`src/hw/rtl/hrme_pkg.sv`:
```
`default_nettype none
package hrme_pkg;

	// Report identifiers
	localparam logic [7:0] ID_TRANSLATION = 8'd1;
	localparam logic [7:0] ID_ROTATION    = 8'd2;
	localparam logic [7:0] ID_BUTTONS     = 8'd3;

	// Event kinds
	localparam logic [1:0] KIND_BUTTON = 2'd0;
	localparam logic [1:0] KIND_MOTION = 2'd1;
	localparam logic [1:0] KIND_FLUSH  = 2'd2;

	localparam int BUTTON_BITS = 24;
	localparam int AXIS_W      = 16;
	localparam int LEN_W       = 11;
	localparam int IDX_W       = 5;
	localparam int WORDS       = 6;

	// Controller to datapath
	typedef struct packed {
		logic load;   // capture an accepted report
		logic step;   // examine the next index
		logic flush;  // emit the closing event
	} cmd_t;

	// Datapath to controller
	typedef struct packed {
		logic rpt_ok;     // report produces a run of events
		logic scan_last;  // current index is the last one of the scan
		logic slot_free;  // result register can take an event this cycle
	} sts_t;

endpackage
`default_nettype wire

```
`src/hw/rtl/hrme_ctrl.sv`:
```
`default_nettype none
module hrme_ctrl (
	input  wire logic          clk,
	input  wire logic          arst_n,
	input  wire logic          in_valid,
	output logic               in_ready,
	input  wire hrme_pkg::sts_t sts,
	output hrme_pkg::cmd_t     cmd
);
	import hrme_pkg::*;

	typedef enum logic [1:0] {
		S_IDLE,
		S_SCAN,
		S_FLUSH
	} state_t;

	state_t state_q;

	// Take a report only between runs
	assign in_ready = (state_q == S_IDLE);

	// Issue commands from state and status
	always_comb begin
		cmd.load  = (state_q == S_IDLE) && in_valid && sts.rpt_ok;
		cmd.step  = (state_q == S_SCAN) && sts.slot_free;
		cmd.flush = (state_q == S_FLUSH) && sts.slot_free;
	end

	// Advance through the run
	always_ff @(posedge clk or negedge arst_n) begin
		if (!arst_n) begin
			state_q <= S_IDLE;
		end else begin
			case (state_q)
				S_IDLE: begin
					if (cmd.load) begin
						state_q <= S_SCAN;
					end
				end
				S_SCAN: begin
					if (cmd.step && sts.scan_last) begin
						state_q <= S_FLUSH;
					end
				end
				S_FLUSH: begin
					if (cmd.flush) begin
						state_q <= S_IDLE;
					end
				end
				default: begin
					state_q <= S_IDLE;
				end
			endcase
		end
	end

endmodule
`default_nettype wire

```
`src/hw/rtl/hrme_dp.sv`:
```
`default_nettype none
module hrme_dp #(
	parameter int NUM_AXES = 6
) (
	input  wire logic                                clk,
	input  wire logic                                arst_n,
	input  wire logic [7:0]                          report_id,
	input  wire logic [hrme_pkg::LEN_W-1:0]          report_len,
	input  wire logic [hrme_pkg::AXIS_W-1:0]         word0,
	input  wire logic [hrme_pkg::AXIS_W-1:0]         word1,
	input  wire logic [hrme_pkg::AXIS_W-1:0]         word2,
	input  wire logic [hrme_pkg::AXIS_W-1:0]         word3,
	input  wire logic [hrme_pkg::AXIS_W-1:0]         word4,
	input  wire logic [hrme_pkg::AXIS_W-1:0]         word5,
	input  wire hrme_pkg::cmd_t                      cmd,
	output hrme_pkg::sts_t                           sts,
	output logic                                     out_valid,
	input  wire logic                                out_ready,
	output logic [1:0]                               event_kind,
	output logic [hrme_pkg::IDX_W-1:0]               event_index,
	output logic signed [hrme_pkg::AXIS_W-1:0]       event_value,
	output logic                                     last_of_run
);
	import hrme_pkg::*;

	localparam logic [IDX_W-1:0] LAST_AXIS = IDX_W'(NUM_AXES - 1);
	localparam logic [IDX_W-1:0] LAST_BTN  = IDX_W'(BUTTON_BITS - 1);

	logic [AXIS_W-1:0]      words   [WORDS];
	logic [AXIS_W-1:0]      nxt     [NUM_AXES];
	logic [AXIS_W-1:0]      held_axes_q [NUM_AXES];
	logic [AXIS_W-1:0]      axval_q [NUM_AXES];
	logic [BUTTON_BITS-1:0] held_buttons_q;
	logic [BUTTON_BITS-1:0] btnval_q;
	logic [BUTTON_BITS-1:0] diff_q;
	logic [BUTTON_BITS-1:0] cur_btn;
	logic [BUTTON_BITS-1:0] axis_diff;
	logic                   mode_btn_q;
	logic [IDX_W-1:0]       idx_q;
	logic                   out_valid_q;
	logic                   is_btn;

	assign words[0] = word0;
	assign words[1] = word1;
	assign words[2] = word2;
	assign words[3] = word3;
	assign words[4] = word4;
	assign words[5] = word5;

	assign is_btn  = (report_id == ID_BUTTONS);
	assign cur_btn = {word1[7:0], word0};

	// Form the candidate axis values of the incoming report
	always_comb begin
		axis_diff = '0;
		for (int i = 0; i < NUM_AXES; i++) begin
			nxt[i] = held_axes_q[i];
			if (report_id == ID_TRANSLATION) begin
				if (report_len > LEN_W'(2 * (i + 1))) begin
					nxt[i] = words[i];
				end
			end else if (report_id == ID_ROTATION && i >= 3) begin
				nxt[i] = words[i - 3];
			end
			axis_diff[i] = (nxt[i] != held_axes_q[i]);
		end
	end

	// Report status toward the controller
	always_comb begin
		sts.rpt_ok    = (report_len != '0) && (report_id == ID_TRANSLATION ||
		                report_id == ID_ROTATION || report_id == ID_BUTTONS);
		sts.scan_last = (idx_q == (mode_btn_q ? LAST_BTN : LAST_AXIS));
		sts.slot_free = !out_valid_q || out_ready;
	end

	// Held state: commit the new report at load
	always_ff @(posedge clk or negedge arst_n) begin
		if (!arst_n) begin
			held_buttons_q <= '0;
			for (int i = 0; i < NUM_AXES; i++) begin
				held_axes_q[i] <= '0;
			end
		end else if (cmd.load) begin
			if (is_btn) begin
				held_buttons_q <= cur_btn;
			end else begin
				for (int i = 0; i < NUM_AXES; i++) begin
					held_axes_q[i] <= nxt[i];
				end
			end
		end
	end

	// Scan registers: load the change vector, then shift one index per step
	always_ff @(posedge clk or negedge arst_n) begin
		if (!arst_n) begin
			idx_q      <= '0;
			mode_btn_q <= 1'b0;
		end else if (cmd.load) begin
			idx_q      <= '0;
			mode_btn_q <= is_btn;
		end else if (cmd.step) begin
			idx_q <= idx_q + 1'b1;
		end
	end

	always_ff @(posedge clk) begin
		if (cmd.load) begin
			diff_q   <= is_btn ? (held_buttons_q ^ cur_btn) : axis_diff;
			btnval_q <= cur_btn;
			for (int i = 0; i < NUM_AXES; i++) begin
				axval_q[i] <= nxt[i];
			end
		end else if (cmd.step) begin
			diff_q   <= diff_q >> 1;
			btnval_q <= btnval_q >> 1;
			for (int i = 0; i < NUM_AXES - 1; i++) begin
				axval_q[i] <= axval_q[i + 1];
			end
		end
	end

	// Result register
	always_ff @(posedge clk or negedge arst_n) begin
		if (!arst_n) begin
			out_valid_q <= 1'b0;
		end else if ((cmd.step && diff_q[0]) || cmd.flush) begin
			out_valid_q <= 1'b1;
		end else if (out_ready) begin
			out_valid_q <= 1'b0;
		end
	end

	always_ff @(posedge clk) begin
		if (cmd.flush) begin
			event_kind  <= KIND_FLUSH;
			event_index <= '0;
			event_value <= '0;
			last_of_run <= 1'b1;
		end else if (cmd.step && diff_q[0]) begin
			event_kind  <= mode_btn_q ? KIND_BUTTON : KIND_MOTION;
			event_index <= idx_q;
			event_value <= mode_btn_q ? {{(AXIS_W-1){1'b0}}, btnval_q[0]} : axval_q[0];
			last_of_run <= 1'b0;
		end
	end

	assign out_valid = out_valid_q;

endmodule
`default_nettype wire

```
`src/hw/rtl/hid_report_to_motion_events.sv`:
```
// Operation: after a report is accepted, the block steps through its indices in
// order (each of the 24 button bits, or each of the NUM_AXES axes) and offers an
// event for each index whose value changed, then offers a flush event; a stalled
// output holds the scan. A report with zero length or an unknown identifier is
// accepted and produces no events. A new report is taken only once the flush
// event has been issued.
// Reset: arst_n clears held buttons, held axes and all control state.
`default_nettype none
module hid_report_to_motion_events #(
	parameter int NUM_AXES = 6
) (
	input  wire logic                                clk,
	input  wire logic                                arst_n,
	input  wire logic                                in_valid,
	output logic                                     in_ready,
	input  wire logic [7:0]                          report_id,
	input  wire logic [hrme_pkg::LEN_W-1:0]          report_len,
	input  wire logic [hrme_pkg::AXIS_W-1:0]         word0,
	input  wire logic [hrme_pkg::AXIS_W-1:0]         word1,
	input  wire logic [hrme_pkg::AXIS_W-1:0]         word2,
	input  wire logic [hrme_pkg::AXIS_W-1:0]         word3,
	input  wire logic [hrme_pkg::AXIS_W-1:0]         word4,
	input  wire logic [hrme_pkg::AXIS_W-1:0]         word5,
	output logic                                     out_valid,
	input  wire logic                                out_ready,
	output logic [1:0]                               event_kind,
	output logic [hrme_pkg::IDX_W-1:0]               event_index,
	output logic signed [hrme_pkg::AXIS_W-1:0]       event_value,
	output logic                                     last_of_run
);
	import hrme_pkg::*;

	cmd_t cmd;
	sts_t sts;

	hrme_ctrl u_ctrl (
		.clk      (clk),
		.arst_n   (arst_n),
		.in_valid (in_valid),
		.in_ready (in_ready),
		.sts      (sts),
		.cmd      (cmd)
	);

	hrme_dp #(
		.NUM_AXES (NUM_AXES)
	) u_dp (
		.clk         (clk),
		.arst_n      (arst_n),
		.report_id   (report_id),
		.report_len  (report_len),
		.word0       (word0),
		.word1       (word1),
		.word2       (word2),
		.word3       (word3),
		.word4       (word4),
		.word5       (word5),
		.cmd         (cmd),
		.sts         (sts),
		.out_valid   (out_valid),
		.out_ready   (out_ready),
		.event_kind  (event_kind),
		.event_index (event_index),
		.event_value (event_value),
		.last_of_run (last_of_run)
	);

endmodule
`default_nettype wire
```
`config.mk`:
```
export PLATFORM = sky130hd
export DESIGN_NAME = hid_report_to_motion_events
export DESIGN_NICKNAME = d
export VERILOG_FILES = /design/src/hw/rtl/hrme_pkg.sv /design/src/hw/rtl/hrme_ctrl.sv /design/src/hw/rtl/hrme_dp.sv /design/src/hw/rtl/hid_report_to_motion_events.sv
export SDC_FILE = /design/constraint.sdc
export NUM_CORES = 1
export LEC_CHECK = 0
export BUFFER_PORTS_ARGS = -buffer_cell sky130_fd_sc_hd__buf_2
export CAP_MARGIN = 20
export CORE_MARGIN = 1
export CORE_UTILIZATION = 30
export DETAILED_ROUTE_END_ITERATION = 10
export GPL_TIMING_DRIVEN = 0
export PLACE_DENSITY = 0.54
export SLEW_MARGIN = 20
export SYNTH_ARGS = -nofsm -noshare
export SYNTH_HDL_FRONTEND = slang
export SYNTH_SLANG_ARGS = --single-unit
```
`constraint.sdc`:
```
create_clock -name clk -period 6.2 [get_ports clk]
set_clock_uncertainty 0.2 [all_clocks]
set_input_delay 0.31 -clock clk [delete_from_list [all_inputs] [get_ports clk]]
set_output_delay 0.31 -clock clk [all_outputs]
set_load 0.01 [all_outputs]
```
### Word level (Yosys, flattened, before mapping)

Memories as Yosys holds them, arrays and structs flattened.
Cells that the tools add are included.
W data, S select, Z words.

| storage, ports and cells | value |
|---|---|
| bits in registers | 201 |
| bits in latches | 0 |
| bits in writable memories | 96 |
| memory bits (read-only) | 0 |
| output and inout port bits | 26 |
| logic and storage cells | 107 |
| memories | 1 |

| cells by class | value |
|---|---|
| add/subtract/negate cells | 1 |
| multipliers | 0 |
| div/mod/pow operators | 0 |
| $lt $le $gt $ge | 6 |
| equal/unequal tests | 15 |
| shift-type cells | 0 |
| mux-type cells | 41 |
| bitwise gates (word level) | 7 |
| reduce and logical (&&, ||, !) cells | 19 |

Memory list:

| memory | depth | bits a word | read ports | clocked after Yosys merged registers in | wr ports | RTL line | text |
|---|---|---|---|---|---|---|---|
| u_dp.axval_q | 6 | 16 | 6 | 0 | 6 | hrme_dp.sv:32 | `logic [AXIS_W-1:0] axval_q [NUM_AXES];` |

Operators with widths:

| operator | count |
|---|---|
| $mux W16 | 21 |
| $mux W24 | 5 |
| $ne A16 B16 Y1 | 6 |
| $gt A11 B4 Y1 const B | 3 |
| $xor A24 B24 Y24 | 1 |
| $gt A11 B3 Y1 const B | 2 |
| $eq A8 B2 Y1 const B | 2 |
| $mux W5 | 3 |
| $gt A11 B2 Y1 const B | 1 |
| $reduce_bool A11 Y1 | 1 |
| $eq A8 B1 Y1 const B | 1 |
| $mux W1 | 8 |
| $logic_and A1 B1 Y1 | 7 |
| $mux W2 | 3 |
| $pmux W2 S3 | 1 |
| $add A5 B1 Y5 const B | 1 |
| $eq A5 B5 Y1 | 1 |
| $or A1 B1 Y1 | 5 |
| $logic_or A1 B1 Y1 | 4 |
| $ne A2 B1 Y1 const B | 2 |
| $reduce_and A2 Y1 | 2 |
| $reduce_bool A2 Y1 | 2 |
| $reduce_and A3 Y1 | 1 |
| $eq A2 B1 Y1 const B | 1 |
| other kinds (5) | 5 |

### Logic depth before layout (Yosys ltp)

Gate-level depths: netlist of run 1.

| depth | value |
|---|---|
| word-level depth | 8 |
| mapped depth | 9 |
| mapped depth without buffers | 6 |

### Hierarchy

From an unflattened synthesis of run 1, not the netlist that was laid out.

| second synthesis, totals | value |
|---|---|
| cells, all modules | 1341 |
| area, all modules | 14790.4 um^2 |

By module, submodules not included:

| module | times used | cells an instance | area each (um^2) |
|---|---|---|---|
| hrme_dp | 1 | 1329 | 14681.6 |
| hrme_ctrl | 1 | 12 | 108.9 |

### Worst setup path after synthesis of run 1

No wires, ideal clock.

| timing path | value |
|---|---|
| kind | register to register |
| start point | reg u_dp.out_valid_q, in the netlist u_dp.out_valid |
| end point | mem u_dp.axval_q[0][0] (enable) |
| library setup time | 0.433 ns |
| arrival time | 3.075 ns |
| required time | 5.567 ns |
| slack | 2.491 ns |
| cell stages (with the launch flop) | 7 |
| path buffers | 3 |
| clock period less this slack | 3.709 ns |
| cells stage by stage | dfrtp_1 > nand2b_1 > and3_1 > clkbuf_1 > clkbuf_1 > clkbuf_1 > or2_2 |

RTL lines:

| element | RTL line | text |
|---|---|---|
| from (decl) | hrme_dp.sv:40 | `logic out_valid_q;` |
| from (signal assigned) | hrme_dp.sv:127 | `out_valid_q <= 1'b0;` |
| from (signal assigned) | hrme_dp.sv:129 | `out_valid_q <= 1'b1;` |
| from (signal assigned) | hrme_dp.sv:131 | `out_valid_q <= 1'b0;` |
| to (decl) | hrme_dp.sv:32 |  |

==> results of run 1 <==
==> cell usage after synthesis (all sizes together), types with 12 or more instances <==
| master | instances | area, µm² |
|---|---|---|
| nand2 | 233 | 879.6 |
| edfxtp | 144 | 4324 |
| o21ai | 142 | 710.7 |
| dfrtp | 129 | 3228 |
| xnor2 | 79 | 691.9 |
| xor2 | 73 | 639.4 |
| clkbuf | 72 | 270.3 |
| mux2 | 67 | 754.5 |
| nor2 | 60 | 227.7 |
| mux2i | 46 | 460.4 |
| a21oi | 40 | 200.2 |
| o22ai | 39 | 244.0 |
| buf | 25 | 137.6 |
| nor4 | 24 | 180.2 |
| dfxtp | 23 | 460.4 |
| o31ai | 19 | 142.6 |
| a2bb2oi | 18 | 157.7 |
| nand4 | 17 | 106.4 |
| inv | 16 | 60.06 |
| o21bai | 16 | 120.1 |
| nand3b | 15 | 112.6 |
| o22a | 12 | 105.1 |
==> report_power, final <==
group          leakage, nW  internal, W  switching (W)
clock network        0.582      0.00130       0.000840
registers             3.32      0.00242       0.000122
logic                 3.31     0.000306       0.000588
==> metrics by stage <==
stage	cell area, µm²	total power (W)	hold slack, ps	util (%)
finish	17900	0.005572	40.76	37.27
global route	17900	0.005805	74.46	37.27
CTS	17900	0.005624	32.81	37.27
detailed placement	16240	0.003461	29.95	33.80
global placement	16130	0.003434	241.0	33.57
floorplan	14730	0.003038	-185.6	-
==> worst register-to-register path, delay by kind of cell, from the launching register on <==
kind,cells,cell delay [ps]
AND/OR/NAND/NOR,3,980
flip-flops,1,390
buffers and inverters,5,2340
==> final cells by class <==
type	instances	share of cell area, %
Sequential cell	296	44.75
Multi-Input combinational cell	974	34.94
Timing Repair Buffer	177	6.764
Clock buffer	55	6.122
Tap cell	615	4.298
Buffer	97	2.285
Clock inverter	9	0.5031
Inverter	16	0.3354
==> routing by layer <==
layer	up-vias	GRT usage (%)	part of all wire (%)	wire [µm]
met5	-	0	0	0
met4	0	8.241	3.8	1881
met3	77	3.358	5.5	2708
met2	360	32.23	47	23250
met1	5648	25.15	43	21150
li1	5366	-	-	-
==> state kept, by name (all words and copies together), names as in the netlist <==
name,count
u_dp.axval_q,96
u_dp.held_axes_q,96
u_dp.btnval_q,24
u_dp.diff_q,24
u_dp.held_buttons_q,24
u_dp.event_value,16
u_dp.event_index,5
u_dp.idx_q,5
u_ctrl.state_q,2
u_dp.event_kind,1
u_dp.last_of_run,1
u_dp.mode_btn_q,1
u_dp.out_valid,1
==> cells by family (layout without fill, tap and decap cells) <==
| kind of cell | count (synthesis) | count (layout) | synth area share, % |
|---|---|---|---|
| DFF | 296 | 296 | 54.38 |
| AOI/OAI and AO/OA | 314 | 314 | 12.96 |
| muxes | 113 | 113 | 8.246 |
| xor gates and xnor gates | 152 | 152 | 9.035 |
| and+or+nand+nor | 394 | 394 | 12.12 |
| buffers and inverters | 113 | 354 | 3.176 |
| adders and majority gates | 1 | 1 | 0.08490 |
==> how the worst max path moves through the flow <==
| stage | to | slack, ps | startpoint |
|---|---|---|---|
| 5_1_grt | u_dp.axval_q[0][50]$_DFFE_PP_ | 1760 | out_ready |
| 2_1_floorplan | u_dp.axval_q[0][0]$_DFFE_PP_ | 2490 | u_dp.out_valid$_DFFE_PN0P_ |
| 3_5_place_dp | u_dp.axval_q[0][58]$_DFFE_PP_ | 1900 | out_ready |
| 3_3_place_gp | u_dp.axval_q[0][67]$_DFFE_PP_ | 650 | out_ready |
| 6_report | u_dp.axval_q[0][55]$_DFFE_PP_ | 1940 | out_ready |
| 4_1_cts | u_dp.axval_q[0][64]$_DFFE_PP_ | 1930 | u_dp.out_valid$_DFFE_PN0P_ |
==> impl_metrics.ini, run 1 <==
[layout]
insertedDiodeCount = 0
fin_nets = 1718
drive_gt1_share_pct = 17.24
seqCellArea_um2 = 8013
fillCellCount = 4850
area_growth_pct = 21.52
final_common_cell = nand2_1
final_cell_mix = nand2_1, buf_2, edfxtp_1
multi_input_area_um2 = 6256
fin_cells = 2239

[yosys]
ys.flop_type = edfxtp_1
ys.warnings.count = 0
avgSynthCellArea_um2 = 10.65
synth_edf_count = 144
synth_cell_types = 56
syn_area_um2 = 14730
ys_seq_area_share_pct = 54.38
synth_fp_nets = 1503
synth_cells = 1383
async_reset_ff_share_pct = 43.58
ys_seq_elements = 296

[setup_path]
cp-end-kind = register
cp-start-kind = input pin
rrSetupSlack_ps = 1960
critPathRequiredTime_ps = 6220
critPathBufInv = 7
rr_worst_depth = 8
reg2reg_to = u_dp.axval_q[0][55]$_DFFE_PP_
critPathTopFamily = buffers and inverters
worstSetupPathDepth = 10
crit_chain = dlygate4sd3_1 -> buf_2 -> nand2b_1 -> and3_1 -> clkbuf_1 -> clkbuf_1 -> clkbuf_1 -> or2_4 -> buf_16 -> buf_12
reg2reg_from = u_dp.out_valid$_DFFE_PN0P_
worstSetupPathType = in2reg
cp_max_fo = 46
path_common_cell = clkbuf_1
slowest_stage = clkbuf_1
critPathMaxStageDelay_ps = 750
crit_arrival_ps = 4280

[clock_network]
clock_latency_ps = 540
cts_root_buffer = clkbuf_16
hold_buffers = 48
tritoncts = done
post_cts_resized = 0
cts.clk_slew.worst_paths_ps = 60
htreeDepth = 2
cts_buffers = 36
clock_sinks = 296
cts_buffer_depth = 3
cts_setup_buffers = 0

[placement]
io_buffers = 125
place_ws_ps = 1903
dp_hpwl_um = 37050
gp_congestion = 0.9145
dp.cells = 2127

[routing]
viasPerCell = 5.114
ant_nets = 0
vias = 11451
drtIter0Drc = 786
routedWlPerCell_um = 21.88
drt-total-wl_um = 48990
drc = 0
first_pass_iters = 5

[sta]
fmax_mhz = 234.6
min_period_ps = 4263
setup_tns_ps = 0
relSlewSlack_pct = 27.65
setup_violations = 0
finalCritPeriodShare_pct = 68.76
worst_pin_slew_ps = 1081
final_hold_viol_count = 0
slew_viol_final = 0
layout_setup_ws_ps = 1937
rsz0062_at_grt = false

[floorplanning]
core.rowCount = 80
core_area_um2 = 48050
die_h_um = 223.6
boundaryPins = 145
die_x_um = 223.6
initial_core_util_pct = 30.67
die-area_um2 = 50000

[grt]
antenna_found_initial = 0
grt_pass1_vias = 11335
grt_start_max_net_pins = 89
overflow = 0
track_usage_pct = 19.50
grt_pass1_wl_um = 71710

[flow_run]
max-cap-violations = 0

[power]
p_leak_nw = 7.210
p_per_area_nw_per_um2 = 311.2
irDropWorstVdd_mv = 0.1469

[hold_path]
min_to = u_dp.held_axes_q[30]$_DFFE_PN0P_
worstHoldStart = word4[14]
hold_class = in2reg
min_path_cells = 4

[run_status]
status = finished, final reports clean
Note: power is estimated with default switching activity, not from simulation.
==> run 2, diff against run 1 <==
==> constraint.sdc (replaced) <==
create_clock -name clk -period 4.4 [get_ports clk]
set_clock_uncertainty 0.2 [all_clocks]
set_input_delay 0.22 -clock clk [delete_from_list [all_inputs] [get_ports clk]]
set_output_delay 0.22 -clock clk [all_outputs]
set_load 0.01 [all_outputs]
==> run 2 against run 1 <==
- sequential share of layout area down 0.48 points
- register-to-register slack worse by 1500 ps
- flip-flop and latch count unchanged
- utilization up 0.40 points
- combinational power up 42%
==> impl_metrics.ini, run 2 (same netlist as run 1, synthesis figures left out) <==
[run_status]
status = finished, final reports clean

[routing]
drc = 0
drt-total-wl_um = 49060
first_pass_iters = 5
ant_nets = 0
routedWlPerCell_um = 21.73
vias = 11464
viasPerCell = 5.077
drtIter0Drc = 767

[clock_network]
tritoncts = done
htreeDepth = 2
cts_setup_buffers = 0
cts_root_buffer = clkbuf_16
clock_latency_ps = 540
clock_sinks = 296
cts.clk_slew.worst_paths_ps = 60
cts_buffers = 36
cts_buffer_depth = 3

[sta]
relSlewSlack_pct = 30.00
min_period_ps = 3922
finalCritPeriodShare_pct = 89.14
slew_viol_final = 0
fmax_mhz = 255.0
worst_pin_slew_ps = 1046
rsz0062_at_grt = false
layout_setup_ws_ps = 477.9
final_hold_viol_count = 0
setup_violations = 0
setup_tns_ps = 0

[floorplanning]
die-area_um2 = 50000
core.rowCount = 80
die_x_um = 223.6
boundaryPins = 145
initial_core_util_pct = 30.67
die_h_um = 223.6
core_area_um2 = 48050

[grt]
grt_pass1_wl_um = 71840
grt_start_max_net_pins = 89
overflow = 0
grt_pass1_vias = 11381
antenna_found_initial = 0
track_usage_pct = 19.52

[setup_path]
critPathMaxStageDelay_ps = 610
crit_arrival_ps = 3940
critPathBufInv = 5
critPathTopFamily = buffers and inverters
reg2reg_to = u_dp.axval_q[0][55]$_DFFE_PP_
slowest_stage = or2_4
rrSetupSlack_ps = 480
reg2reg_from = u_dp.out_valid$_DFFE_PN0P_
path_common_cell = clkbuf_1
crit_chain = nand2b_1 -> and3_1 -> clkbuf_1 -> clkbuf_1 -> clkbuf_2 -> or2_4 -> buf_16 -> buf_12
cp-start-kind = register
critPathRequiredTime_ps = 4420
worstSetupPathType = reg2reg
cp-end-kind = register
rr_worst_depth = 8
cp_max_fo = 46

[power]
p_leak_nw = 7.318
irDropWorstVdd_mv = 0.2059
p_per_area_nw_per_um2 = 434.5

[layout]
final_util_pct = 37.67
multi_input_area_um2 = 6256
fillCellCount = 4839
fin_nets = 1735
largestRegisters = u_dp.axval_q (96), u_dp.held_axes_q (96)
seqCellArea_um2 = 8013
drive_gt1_share_pct = 17.18
area_growth_pct = 22.83
final_common_cell = nand2_1
fin_cells = 2258
final_cell_mix = nand2_1, buf_2, edfxtp_1

[placement]
dp_hpwl_um = 37050
io_buffers = 125
place_ws_ps = 139.2
gp_congestion = 0.9145
dp.cells = 2127

[flow_run]
max-cap-violations = 0

[hold_path]
hold_class = in2async
==> run 2: changes by cell type in the layout (fill, tap and decap cells not counted) <==
cell,change
diode_2,+2
clkbuf_2,+1
dlygate4sd3_1,+16
clkbuf_1,-1
buf_16,+1
==> run 2: worst max-delay path by stage <==
stage / to / start / cells past startpoint
global route: u_dp.axval_q[0][50]$_DFFE_PP_ / u_dp.out_valid$_DFFE_PN0P_ / 8
finish: u_dp.axval_q[0][55]$_DFFE_PP_ / u_dp.out_valid$_DFFE_PN0P_ / 8
floorplan: u_dp.axval_q[0][0]$_DFFE_PP_ / u_dp.out_valid$_DFFE_PN0P_ / 6
CTS: u_dp.axval_q[0][64]$_DFFE_PP_ / u_dp.out_valid$_DFFE_PN0P_ / 8
global placement: u_dp.axval_q[0][67]$_DFFE_PP_ / u_dp.out_valid$_DFFE_PN0P_ / 6
detailed placement: u_dp.axval_q[0][58]$_DFFE_PP_ / u_dp.out_valid$_DFFE_PN0P_ / 8
==> run 2: what timing repair did <==
item,CTS,global route
gates resized for setup,0,3
hold endpoints to repair,213,0
endpoints found under the setup margin,0,41
hold buffers,65,0
==> run 2: area by class of cell <==
| type | instances | area share, % |
|---|---|---|
| Clock buffer | 55 | 6.056 |
| Antenna cell | 2 | 0.02765 |
| Inverter | 16 | 0.3318 |
| Tap cell | 615 | 4.252 |
| Multi-Input combinational cell | 974 | 34.57 |
| Buffer | 97 | 2.268 |
| Sequential cell | 296 | 44.27 |
| Clock inverter | 9 | 0.4978 |
| Timing Repair Buffer | 194 | 7.729 |
==> run 2: worst min-delay path, cell delays in order <==
cell and delay, ps:
dlygate4sd3_1 560, buf_8 130, buf_16 210
==> run 2: layer usage <==
layer  up-vias  track usage [%]  routed length, µm
met2       340            32.26              23280
met1      5635            25.22              21130
met3        84            3.345               2743
met5         -                0                  0
met4         0            8.219               1899
li1       5405                -                  -
==> run 2: metrics by stage <==
stage | hold slack, ps | instance area (µm²) | power (W)
after global routing | 30.33 | 18090 | 0.008189
after detailed placement | -60.05 | 16240 | 0.004876
after CTS | 8.659 | 18090 | 0.007933
final | 19.02 | 18100 | 0.007863
after global placement | 241.0 | 16130 | 0.004839
after floorplan | -275.6 | 14730 | 0.004282
==> run 2: power breakdown <==
part           switching [W]  internal (W)  total, W  leakage [nW]
Sequential          0.000171       0.00341   0.00358          3.32
Combinational       0.000834      0.000439   0.00127          3.42
Clock                0.00118       0.00183   0.00301         0.582
Total                0.00219       0.00567   0.00786          7.32
